<file path="config.mk">
export PLATFORM = sky130hd
export DESIGN_NAME = ascii_radix_integer_parser_core_flat
export DESIGN_NICKNAME = d
export VERILOG_FILES = /design/src/design/rip_pkg.sv /design/src/design/rip_ifs.sv /design/src/design/rip_digit.sv /design/src/design/rip_parse.sv /design/src/design/ascii_radix_integer_parser_core.sv /design/src/flat_wrapper.sv
export SDC_FILE = /design/constraint.sdc
export NUM_CORES = 1
export LEC_CHECK = 0
export ABC_CLOCK_PERIOD_IN_PS = 9550
export BUFFER_PORTS_ARGS = -buffer_cell sky130_fd_sc_hd__buf_2
export CORE_MARGIN = 8
export CORE_UTILIZATION = 30
export DETAILED_ROUTE_END_ITERATION = 12
export HOLD_SLACK_MARGIN = 0.03
export SLEW_MARGIN = 20
export SYNTH_ARGS = -nofsm -noshare
export SYNTH_HDL_FRONTEND = slang
export SYNTH_SLANG_ARGS = --single-unit
</file>
<file path="constraint.sdc">
create_clock -name clk -period 9.55 [get_ports clk]
set_clock_uncertainty 0.05 [all_clocks]
set_input_delay 0.955 -clock clk [delete_from_list [all_inputs] [get_ports clk]]
set_output_delay 0.955 -clock clk [all_outputs]
set_load 0.01 [all_outputs]
</file>
<file path="src/design/rip_pkg.sv">
`default_nettype none

package rip_pkg;

	localparam int CHAR_BITS  = 8;
	localparam int BASE_BITS  = 6;
	localparam int COUNT_BITS = 16;
	localparam int PORT_BITS  = 64;

	localparam logic [CHAR_BITS-1:0] CHAR_NUL = 8'h00;
	localparam logic [CHAR_BITS-1:0] CHAR_0   = 8'h30;
	localparam logic [CHAR_BITS-1:0] CHAR_9   = 8'h39;
	localparam logic [CHAR_BITS-1:0] CHAR_LX  = 8'h78;
	localparam logic [CHAR_BITS-1:0] CHAR_UX  = 8'h58;
	localparam logic [CHAR_BITS-1:0] CHAR_LA  = 8'h61;
	localparam logic [CHAR_BITS-1:0] CHAR_LZ  = 8'h7A;
	localparam logic [CHAR_BITS-1:0] CHAR_UA  = 8'h41;
	localparam logic [CHAR_BITS-1:0] CHAR_UZ  = 8'h5A;

	localparam logic [BASE_BITS-1:0] BASE_AUTO   = 6'd0;
	localparam logic [BASE_BITS-1:0] BASE_OCT    = 6'd8;
	localparam logic [BASE_BITS-1:0] BASE_DEC    = 6'd10;
	localparam logic [BASE_BITS-1:0] BASE_HEX    = 6'd16;
	localparam logic [BASE_BITS-1:0] LETTER_BASE = 6'd10;

	localparam logic [COUNT_BITS-1:0] COUNT_MAX = '1;

	typedef struct packed {
		logic [PORT_BITS-1:0]  value;
		logic [COUNT_BITS-1:0] count;
		logic                  status;
	} rip_result_t;

	typedef struct packed {
		logic        valid;
		rip_result_t result;
	} rip_emit_t;

	typedef struct packed {
		logic valid;
		logic overflow;
	} rip_digit_t;

endpackage

`default_nettype wire

</file>
<file path="src/design/rip_ifs.sv">
`default_nettype none

interface rip_char_if;
	logic                          valid;
	logic                          ready;
	logic [rip_pkg::CHAR_BITS-1:0] char_code;

	modport source (output valid, output char_code, input ready);
	modport sink (input valid, input char_code, output ready);
endinterface

interface rip_result_if;
	logic                           valid;
	logic                           ready;
	logic [rip_pkg::PORT_BITS-1:0]  parsed_value;
	logic [rip_pkg::COUNT_BITS-1:0] consumed_count;
	logic                           status;

	modport source (output valid, output parsed_value, output consumed_count, output status,
		input ready);
	modport sink (input valid, input parsed_value, input consumed_count, input status,
		output ready);
endinterface

`default_nettype wire

</file>
<file path="src/design/rip_digit.sv">
`default_nettype none

module rip_digit #(
	parameter int VALUE_BITS = 64
) (
	input  wire logic [rip_pkg::CHAR_BITS-1:0]  char_code,
	input  wire logic [rip_pkg::BASE_BITS-1:0]  base,
	input  wire logic [VALUE_BITS-1:0]          acc,
	input  wire logic [rip_pkg::COUNT_BITS-1:0] count,
	output rip_pkg::rip_digit_t                 flags,
	output logic [VALUE_BITS-1:0]               acc_next,
	output logic [rip_pkg::COUNT_BITS-1:0]      count_next
);

	localparam int PROD_BITS = VALUE_BITS + rip_pkg::BASE_BITS;
	localparam int SUM_BITS  = PROD_BITS + 1;

	logic                          is_alnum;
	logic [rip_pkg::BASE_BITS-1:0] digit_val;
	logic [PROD_BITS-1:0]          prod;
	logic [SUM_BITS-1:0]           sum;

	always_comb begin
		is_alnum  = 1'b1;
		digit_val = '0;
		if (char_code inside {[rip_pkg::CHAR_0:rip_pkg::CHAR_9]}) begin
			digit_val = rip_pkg::BASE_BITS'(char_code - rip_pkg::CHAR_0);
		end else if (char_code inside {[rip_pkg::CHAR_LA:rip_pkg::CHAR_LZ]}) begin
			digit_val = rip_pkg::BASE_BITS'(char_code - rip_pkg::CHAR_LA) + rip_pkg::LETTER_BASE;
		end else if (char_code inside {[rip_pkg::CHAR_UA:rip_pkg::CHAR_UZ]}) begin
			digit_val = rip_pkg::BASE_BITS'(char_code - rip_pkg::CHAR_UA) + rip_pkg::LETTER_BASE;
		end else begin
			is_alnum = 1'b0;
		end
	end

	assign prod = PROD_BITS'(acc) * PROD_BITS'(base);
	assign sum  = SUM_BITS'(prod) + SUM_BITS'(digit_val);

	assign flags.valid    = is_alnum && (digit_val < base);
	assign flags.overflow = |sum[SUM_BITS-1:VALUE_BITS];
	assign acc_next       = sum[VALUE_BITS-1:0];
	assign count_next     = (count == rip_pkg::COUNT_MAX) ? count : count + 1'b1;

endmodule

`default_nettype wire

</file>
<file path="src/design/rip_parse.sv">
`default_nettype none

module rip_parse #(
	parameter int VALUE_BITS = 64
) (
	input  wire logic                          clk,
	input  wire logic                          arst_n,
	input  wire logic                          step,
	input  wire logic [rip_pkg::CHAR_BITS-1:0] char_code,
	input  wire logic [rip_pkg::BASE_BITS-1:0] radix,
	output rip_pkg::rip_emit_t                 emit
);

	typedef enum logic [2:0] {
		PH_START      = 3'd0,
		PH_AUTO_ZERO  = 3'd1,
		PH_HEX_ZERO   = 3'd2,
		PH_HEX_ZERO_X = 3'd3,
		PH_DIGITS     = 3'd4
	} phase_t;

	phase_t                         phase_q, phase_n;
	logic [VALUE_BITS-1:0]          acc_q, acc_n, dig_acc;
	logic [rip_pkg::COUNT_BITS-1:0] count_q, count_mid, count_n, dig_count;
	logic [rip_pkg::BASE_BITS-1:0]  base_q, base_mid;
	logic                           stopped_q, stopped_n;
	logic                           ovf_q, ovf_n;
	logic                           fall, is_nul, is_x, is_zero, feed, emit_now;
	rip_pkg::rip_digit_t            dig;

	assign is_nul  = (char_code == rip_pkg::CHAR_NUL);
	assign is_zero = (char_code == rip_pkg::CHAR_0);
	assign is_x    = (char_code == rip_pkg::CHAR_LX) || (char_code == rip_pkg::CHAR_UX);

	always_comb begin
		phase_n   = phase_q;
		base_mid  = base_q;
		count_mid = count_q;
		fall      = 1'b0;
		case (phase_q)
			PH_START: begin
				if (is_nul) begin
					fall = 1'b1;
				end else if (radix == rip_pkg::BASE_AUTO) begin
					if (is_zero) begin
						phase_n = PH_AUTO_ZERO;
					end else begin
						base_mid = rip_pkg::BASE_DEC;
						phase_n  = PH_DIGITS;
						fall     = 1'b1;
					end
				end else if (radix == rip_pkg::BASE_HEX && is_zero) begin
					base_mid = rip_pkg::BASE_HEX;
					phase_n  = PH_HEX_ZERO;
				end else begin
					base_mid = radix;
					phase_n  = PH_DIGITS;
					fall     = 1'b1;
				end
			end
			PH_AUTO_ZERO: begin
				phase_n = PH_DIGITS;
				if (is_x) begin
					base_mid  = rip_pkg::BASE_HEX;
					count_mid = 16'd2;
				end else begin
					base_mid  = rip_pkg::BASE_OCT;
					count_mid = 16'd1;
					fall      = 1'b1;
				end
			end
			PH_HEX_ZERO: begin
				if (is_x) begin
					phase_n = PH_HEX_ZERO_X;
				end else begin
					count_mid = 16'd1;
					phase_n   = PH_DIGITS;
					fall      = 1'b1;
				end
			end
			PH_HEX_ZERO_X: begin
				phase_n   = PH_DIGITS;
				count_mid = is_nul ? 16'd1 : 16'd2;
				fall      = 1'b1;
			end
			default: begin
				fall = 1'b1;
			end
		endcase
	end

	rip_digit #(
		.VALUE_BITS(VALUE_BITS)
	) u_digit (
		.char_code (char_code),
		.base      (base_mid),
		.acc       (acc_q),
		.count     (count_mid),
		.flags     (dig),
		.acc_next  (dig_acc),
		.count_next(dig_count)
	);

	assign emit_now = fall && is_nul;
	assign feed     = fall && !is_nul && !stopped_q && !ovf_q;

	always_comb begin
		acc_n     = acc_q;
		count_n   = count_mid;
		stopped_n = stopped_q;
		ovf_n     = ovf_q;
		if (feed) begin
			if (!dig.valid) begin
				stopped_n = 1'b1;
			end else if (dig.overflow) begin
				ovf_n = 1'b1;
			end else begin
				acc_n   = dig_acc;
				count_n = dig_count;
			end
		end
	end

	always_comb begin
		emit.valid = emit_now;
		if (ovf_q) begin
			emit.result.value  = '0;
			emit.result.count  = '0;
			emit.result.status = 1'b1;
		end else begin
			emit.result.value  = rip_pkg::PORT_BITS'(acc_q);
			emit.result.count  = count_mid;
			emit.result.status = 1'b0;
		end
	end

	always_ff @(posedge clk or negedge arst_n) begin
		if (!arst_n) begin
			phase_q   <= PH_START;
			acc_q     <= '0;
			count_q   <= '0;
			base_q    <= '0;
			stopped_q <= 1'b0;
			ovf_q     <= 1'b0;
		end else if (step) begin
			if (emit_now) begin
				phase_q   <= PH_START;
				acc_q     <= '0;
				count_q   <= '0;
				base_q    <= '0;
				stopped_q <= 1'b0;
				ovf_q     <= 1'b0;
			end else begin
				phase_q   <= phase_n;
				acc_q     <= acc_n;
				count_q   <= count_n;
				base_q    <= base_mid;
				stopped_q <= stopped_n;
				ovf_q     <= ovf_n;
			end
		end
	end

endmodule

`default_nettype wire

</file>
<file path="src/design/ascii_radix_integer_parser_core.sv">
// Path: an accepted terminator is held in the input register, and when the parser takes it
// its result is registered in the output register that drives the result port.
// Throughput: one character per cycle, set by the single multiply-add that feeds the
// accumulator back to itself; a terminator waits while an untaken result is still held.
// Reset: arst_n clears the radix to automatic detection, empties the input and output
// registers, and returns the parser to the start of a string.
`default_nettype none

module ascii_radix_integer_parser_core #(
	parameter int VALUE_BITS = 64
) (
	input  wire logic                          clk,
	input  wire logic                          arst_n,
	input  wire logic                          cfg_wr_en,
	input  wire logic [rip_pkg::BASE_BITS-1:0] cfg_wr_data,
	rip_char_if.sink                           char_in,
	rip_result_if.source                       result_out
);

	logic [rip_pkg::BASE_BITS-1:0] radix_q;
	logic [rip_pkg::CHAR_BITS-1:0] char_s1;
	logic                          valid_s1;
	logic                          out_valid_q;
	rip_pkg::rip_result_t          out_q;
	rip_pkg::rip_emit_t            emit;
	logic                          out_free;
	logic                          s1_adv;
	logic                          in_take;

	always_ff @(posedge clk or negedge arst_n) begin
		if (!arst_n) begin
			radix_q <= rip_pkg::BASE_AUTO;
		end else if (cfg_wr_en) begin
			radix_q <= cfg_wr_data;
		end
	end

	assign out_free      = !out_valid_q || result_out.ready;
	assign s1_adv        = valid_s1 && (!emit.valid || out_free);
	assign char_in.ready = !valid_s1 || s1_adv;
	assign in_take       = char_in.valid && char_in.ready;

	always_ff @(posedge clk or negedge arst_n) begin
		if (!arst_n) begin
			valid_s1 <= 1'b0;
		end else if (in_take) begin
			valid_s1 <= 1'b1;
		end else if (s1_adv) begin
			valid_s1 <= 1'b0;
		end
	end

	always_ff @(posedge clk) begin
		if (in_take) begin
			char_s1 <= char_in.char_code;
		end
	end

	rip_parse #(
		.VALUE_BITS(VALUE_BITS)
	) u_parse (
		.clk      (clk),
		.arst_n   (arst_n),
		.step     (s1_adv),
		.char_code(char_s1),
		.radix    (radix_q),
		.emit     (emit)
	);

	always_ff @(posedge clk or negedge arst_n) begin
		if (!arst_n) begin
			out_valid_q <= 1'b0;
		end else if (s1_adv && emit.valid) begin
			out_valid_q <= 1'b1;
		end else if (result_out.ready) begin
			out_valid_q <= 1'b0;
		end
	end

	always_ff @(posedge clk) begin
		if (s1_adv && emit.valid) begin
			out_q <= emit.result;
		end
	end

	assign result_out.valid          = out_valid_q;
	assign result_out.parsed_value   = out_q.value;
	assign result_out.consumed_count = out_q.count;
	assign result_out.status         = out_q.status;

	// A held character must stay in place until the parser can take it.
	a_s1_hold: assert property (@(posedge clk) disable iff (!arst_n)
		valid_s1 && !s1_adv |=> valid_s1 && $stable(char_s1))
		else $error("input stage lost or changed a waiting character");

	a_emit_on_nul: assert property (@(posedge clk) disable iff (!arst_n)
		s1_adv && emit.valid |-> char_s1 == rip_pkg::CHAR_NUL)
		else $error("result produced for a character other than the terminator");

	a_no_overwrite: assert property (@(posedge clk) disable iff (!arst_n)
		s1_adv && emit.valid |-> !out_valid_q || result_out.ready)
		else $error("result register overwritten before its transaction");

	a_ovf_zero: assert property (@(posedge clk) disable iff (!arst_n)
		result_out.valid && result_out.status |->
			result_out.parsed_value == '0 && result_out.consumed_count == '0)
		else $error("overflow result carries a nonzero value or count");

endmodule

`default_nettype wire

</file>
<file path="src/flat_wrapper.sv">
// flat-port wrapper written by rule: the top's interface ports become plain ports
module ascii_radix_integer_parser_core_flat 
#(
	parameter int VALUE_BITS = 64
)
  (clk, arst_n, cfg_wr_en, cfg_wr_data, char_in_valid, char_in_char_code, char_in_ready, result_out_valid, result_out_parsed_value, result_out_consumed_count, result_out_status, result_out_ready);
  rip_char_if char_in_i ();
  rip_result_if result_out_i ();
  input  wire logic clk;
  input  wire logic arst_n;
  input  wire logic cfg_wr_en;
  input  wire logic [rip_pkg::BASE_BITS-1:0] cfg_wr_data;
  input wire logic [$bits(char_in_i.valid)-1:0] char_in_valid;
  input wire logic [$bits(char_in_i.char_code)-1:0] char_in_char_code;
  output wire logic [$bits(char_in_i.ready)-1:0] char_in_ready;
  output wire logic [$bits(result_out_i.valid)-1:0] result_out_valid;
  output wire logic [$bits(result_out_i.parsed_value)-1:0] result_out_parsed_value;
  output wire logic [$bits(result_out_i.consumed_count)-1:0] result_out_consumed_count;
  output wire logic [$bits(result_out_i.status)-1:0] result_out_status;
  input wire logic [$bits(result_out_i.ready)-1:0] result_out_ready;
  assign char_in_i.valid = char_in_valid;
  assign char_in_i.char_code = char_in_char_code;
  assign char_in_ready = char_in_i.ready;
  assign result_out_valid = result_out_i.valid;
  assign result_out_parsed_value = result_out_i.parsed_value;
  assign result_out_consumed_count = result_out_i.consumed_count;
  assign result_out_status = result_out_i.status;
  assign result_out_i.ready = result_out_ready;
  ascii_radix_integer_parser_core #(.VALUE_BITS(VALUE_BITS)) u_core (.clk(clk), .arst_n(arst_n), .cfg_wr_en(cfg_wr_en), .cfg_wr_data(cfg_wr_data), .char_in(char_in_i), .result_out(result_out_i));
endmodule
</file>
# == Word level (Yosys, flattened, before mapping) ==
# Index checks and enable logic that the tools add are counted.
# classes
n_addsub,7
mul,1
magnitude_cmp,7
n_eq_ne,11
muxes,51
reduce_logical,38
# ops
operator,n
64-bit two-way mux,4
16-bit two-way mux,6
70-bit by 6-bit adder with 71-bit output,1
64-bit by 6-bit multiplier with 70-bit output,1
6-bit two-way mux,8
16-bit one-hot mux with 3 select lines,1
1-bit two-way mux,20
3-bit two-way mux,6
16-bit by 1-bit adder with 16-bit output (second input constant),1
16-bit == test (second input constant),1
8-bit by 7-bit == test with 1-bit output (second input constant),2
8-bit by 7-bit >= comparator with 1-bit output (second input constant),2
8-bit by 7-bit <= comparator with 1-bit output (second input constant),2
6-bit by 4-bit adder with 6-bit output (second input constant),2
1-bit logical AND,12
6-bit one-hot mux with 2 select lines,1
6-bit subtractor (second input constant),2
2-bit nonzero test,5
3-bit one-hot mux with 3 select lines,1
8-bit by 6-bit == test with 1-bit output (second input constant),1
8-bit by 6-bit >= comparator with 1-bit output (second input constant),1
8-bit by 6-bit <= comparator with 1-bit output (second input constant),1
8-bit logical NOT,1
4-bit AND reduction,2
other kinds (18),31
# word_totals
reg_bits,188
inputBits,19
output_inout_bits,83
wordCells,128

# == Logic depth before layout (Yosys ltp) ==
# depth
ltp_word,13
depth_mapped,34
mapped_depth_nobuf,30

# == Modules after synthesis ==
# A second synthesis with hierarchy kept.
# hier_totals
hier_cells,2346
hier_area_um2,21672.0
# modules_own_cells
mod,instances,cells_per_inst,area_each_um2,seq_area_each_um2
rip_digit,1,1692,13942.1,0.0
rip_parse,1,542,4700.8,2277.2
ascii_radix_integer_parser_core,1,112,3029.2,2872.8

# == Worst setup path before layout ==
# Ideal clock, no wire load.
# synth_timing
kind,flip-flop to flip-flop
from,register u_core.char_s1[7] in the netlist's numbering
to,register u_core.u_parse.acc_q[10]
setup_time_ps,121
t_arrival_ps,7952
t_required_ps,9379
setup_slack_ps,1427
stages_incl_launch_ff,31
synth_period_minus_slack_ps,8123
path_cell_list,edfxtp_1 -> or4_4 -> or3_4 -> nor3_2 -> nor2_1 -> o21ai_0 -> a32oi_1 -> clkbuf_1 -> buf_1 -> nand2b_1 -> fa_1 -> fa_1 -> inv_1 -> fa_1 -> inv_1 -> fa_1 -> inv_1 -> ha_1 -> a21o_1 -> a31o_2 -> o21ai_0 -> a31oi_1 -> a211oi_1 -> o21ai_0 -> xnor2_1 -> o2111ai_1 -> or4_4 -> a21o_1 -> buf_6 -> buf_6 -> a22o_1
# synth_between
elab_chain_len,12
elab_cells_between_ends,54
cone_classes,add/sub (1); mul (1); order compare (7); eq/ne (4); mux (22); reduce/logical (19)
# synth_lines
item,line,source
"start, declared",ascii_radix_integer_parser_core.sv:21,logic [rip_pkg::CHAR_BITS-1:0] char_s1;
"start signal, assigned",ascii_radix_integer_parser_core.sv:55,char_s1 <= char_in.char_code;
"parallel branches: the longest is 12 deep, another holds 70-bit by 6-bit adder with 71-bit output",n/a,
"end signal, assigned",rip_parse.sv:155,acc_q <= acc_n;
"end, declared",rip_parse.sv:23,"logic [VALUE_BITS-1:0] acc_q, acc_n, dig_acc;"
# Several ways; the timed one is not identified. The select of a mux whose other input is x is not followed.
# A chain may end at the register's enable or synchronous reset.

# == Final worst setup path ==
# layout_timing
from,register u_core.char_s1[3] in the netlist's numbering
to,register u_core.u_parse.acc_q[19]
# The elaborated chain is that of the path after synthesis.

==> impl_metrics.env <==
export IMPL_drt_first_pass_iters=5
export IMPL_async_flop_share_pct=52.66
export IMPL_core_mm2=0.07100
export IMPL_place_hpwl_mm=44.07
export IMPL_tightest_slew_ns=1.034
export IMPL_fillers=7189
export IMPL_synth_edf_count=89
export IMPL_final_nets=2642
export IMPL_cts_setup_buffers=0
export IMPL_cts_made_buffers=17
export IMPL_p_int_uw=1516
export IMPL_status="completed"
export IMPL_ant_nets=0
export IMPL_place_gp_congestion=0.9356
export IMPL_post_route_drc_count=0
export IMPL_crit_path_end="u_core.u_parse.acc_q[19]"
export IMPL_num_antenna_cells=0
export IMPL_clock_fmax_mhz=111.1
export IMPL_ir_drop_v=0.0001435
export IMPL_synth_top_area_share_pct=23.63
export IMPL_fin_setup_tns_ns=0
export IMPL_postCtsHoldBufs=0
export IMPL_cellPowerDensity_mw_per_mm2=100.8
export IMPL_synth_nets=2619
export IMPL_startpoint_type="register"
export IMPL_path_buf_inv=4
export IMPL_crit_required_ns=9.88
export IMPL_synthCells=2184
export IMPL_setup_ws_ns=0.5452
export IMPL_slew_violations=0
export IMPL_reg2reg_slack_ns=0.55
export IMPL_synth_cell_types=82
export IMPL_crit_slowest_cell="or4_4"
export IMPL_finalCriticalPeriod_ns=9.005
export IMPL_yosysWarnings=0
export IMPL_critPathKind="reg2reg"
export IMPL_cts_root_buf="clkbuf_16"
export IMPL_grt_setup_unrepaired="no"
export IMPL_layout_drive_gt1_share_pct=9.009
export IMPL_crit_start="u_core.char_s1[3]"
export IMPL_syn_to_final_growth_pct=10.02
export IMPL_r2r_start="u_core.char_s1[3]"
export IMPL_initial_core_util_pct=30.07
export IMPL_dp_cells=3138
export IMPL_leakage_uw=0.01117
export IMPL_p_clk_share_pct=32.3
export IMPL_cts_sinks=188
export IMPL_hp_class="reg2reg"
export IMPL_grt_pass1_vias=17700
export IMPL_grt_antenna_before_repair=1
export IMPL_port_buffers=101
export IMPL_setup_viol=0
export IMPL_overflow=0
export IMPL_synth_seq_cells=188
export IMPL_comb_power_share_pct=26.3
export IMPL_ff2ff_path_depth=25
export IMPL_worstPathArrival_ns=9.33
export IMPL_syn_avg_cell_area_um2=9.775
export IMPL_grt_pass1_wl_mm=95.69
export IMPL_holdWs_ns=0.4475
export IMPL_swShare_pct=35.95
export IMPL_dieWidth_um=282.8
export IMPL_crit_family="simple AND/OR/NAND/NOR gates"
export IMPL_htree_num_levels=4
export IMPL_synth_most_common_cell="and2_1"
export IMPL_cp_num_cells=25
export IMPL_multi_input_area_mm2=0.01529
export IMPL_viasPerCell=5.157
export IMPL_track_usage_pct=14.89
export IMPL_clk_pin_slew_ns=0.08
export IMPL_pre_cts_ws_ns=0.4834
export IMPL_clk_latency_ns=0.49
export IMPL_relSlewSlack_pct=31.04
export IMPL_final_cells=3170
export IMPL_cap_violations=0
export IMPL_cp_slowest_stage_delay_ns=0.64
export IMPL_ios=102
export IMPL_die_area_mm2=0.07996
export IMPL_tritoncts="done"
export IMPL_clk_path_buf_depth=2
export IMPL_p_switching_uw=850.8
export IMPL_rows=98
export IMPL_critPathMaxFanout=49
export IMPL_drtIter0Drc=885
export IMPL_synth_common_cells="and2_1, fa_1, ha_1, nand2_1, nor2b_1"
export IMPL_grt_max_degree=72
export IMPL_wirelength_mm=57.74
export IMPL_p_seq_share_pct=41.4
export IMPL_vias=16350
export IMPL_finalPower_uw=2367
export IMPL_r2r_end="u_core.u_parse.acc_q[19]"
export IMPL_synth_top_flop_cell="dfrtp_1"
export IMPL_synth_top_cells_by_area="fa_1, edfxtp_1, dfrtp_1, ha_1, and2_1"
export IMPL_ff_latch_area_mm2=0.005151
export IMPL_fin_crit_sh_pct=94.29
export IMPL_synth_top_area_cell="fa_1"
export IMPL_netlist_area_mm2=0.02135
export IMPL_cp_end_kind="register"
export IMPL_hold_violations=0
export IMPL_die_h_um=282.8
export IMPL_wire_per_inst_um=18.21
export IMPL_ys_seq_area_share_pct=24.12
-- per-stage QoR --
| stage | area (um^2) | util [%] |
|---|---|---|
| after detailed placement | 22850 | 32.19 |
| after global placement | 22850 | 32.19 |
| final | 23490 | 33.08 |
| after global routing | 23490 | 33.08 |
| after floorplan | 21350 | - |
| after CTS | 23470 | 33.06 |
-- cell usage in the layout, fill, tap and decap left out, types with 22 or more instances in the layout --
cell type	synthesis	layout
a21o_1	23	22
a21oi_1	112	111
a22o_1	66	66
and2_1	302	302
buf_2	9	100
dfrtp_1	99	98
edfxtp_1	89	89
fa_1	252	252
ha_1	164	164
inv_1	129	129
nand2_1	154	153
nand3_1	33	33
nand4_1	42	42
nor2_1	81	78
nor2b_1	140	140
nor3_1	31	30
o21ai_0	74	73
xnor2_1	41	41
xor2_1	25	25
-- registers in the layout (all words and copies together), names as in the netlist --
signal and cells:
u_core.u_parse.base_q 6, u_core.result_out.status 1, u_core.char_s1 8, u_core.u_parse.acc_q 64, u_core.radix_q 6, u_core.result_out.consumed_count 16
u_core.valid_s1 1, u_core.u_parse.ovf_q 1, u_core.result_out.valid 1, u_core.u_parse.count_q 16, u_core.u_parse.stopped_q 1, u_core.result_out.parsed_value 64
u_core.u_parse.phase_q 3
-- tightest hold or removal path: stages, from the launching register on --
cell     delay [ns]
dfrtp_1        0.34
a31oi_1        0.04
nor2_1         0.07
-- what timing repair did --
action / in CTS / in global routing
setup endpoints to repair: 0 / 49
endpoints found under the hold margin: 0 / 0
gates resized for setup: 0 / 4
-- cell families (layout without fill, tap and decap cells) --
logic type / count (synthesis) / after routing / synth area share, %
adder cells (fa/ha/maj): 416 / 416 / 33.24
AO/OA/AOI/OAI: 406 / 406 / 12.72
AND/OR/NAND/NOR: 846 / 846 / 21.93
buffers and inverters: 251 / 287 / 4.712
flip-flops: 188 / 188 / 24.12
XOR/XNOR: 66 / 66 / 2.708
multiplexers: 11 / 11 / 0.5626
-- power groups by stage --
stage	combinational, uW	clock (uW)	sequential, uW
final	623	764	980
after global routing	705	818	989
after CTS	630	791	980
after detailed placement	627	0	997
after global placement	614	0	996
after floorplan	452	0	954
-- cell type report --
type	instances	share of cell area (%)
Clock inverter	15	0.8150
Multi-Input combinational cell	1745	65.09
Inverter	129	2.062
Clock buffer	17	1.811
Sequential cell	188	21.93
Tap cell	950	5.061
Timing Repair Buffer	126	3.228
-- how the worst min path moves through the flow --
stage                                end  slack, ns  depth (start not counted)                 startpoint
6_report        u_core.u_parse.stopped_q       0.45                          2   u_core.u_parse.stopped_q
5_1_grt         u_core.u_parse.base_q[1]       0.49                          2   u_core.u_parse.base_q[1]
4_1_cts         u_core.u_parse.stopped_q       0.45                          2   u_core.u_parse.stopped_q
3_5_place_dp    u_core.u_parse.stopped_q       0.43                          2   u_core.u_parse.stopped_q
3_3_place_gp   u_core.u_parse.count_q[1]       0.42                          2  u_core.u_parse.count_q[1]
2_1_floorplan   u_core.u_parse.base_q[2]       0.40                          2   u_core.u_parse.base_q[2]
-- routing by layer --
metal	part of all wire [%]	up-vias	track usage, %	routed length, um
met5	0	-	0	0
met4	2.3	0	4.701	1312
met3	3.9	78	2.359	2248
met2	50	359	25.82	28760
met1	44	8414	18.91	25410
li1	-	7498	-	-
Power figures use the tool's default switching activity.
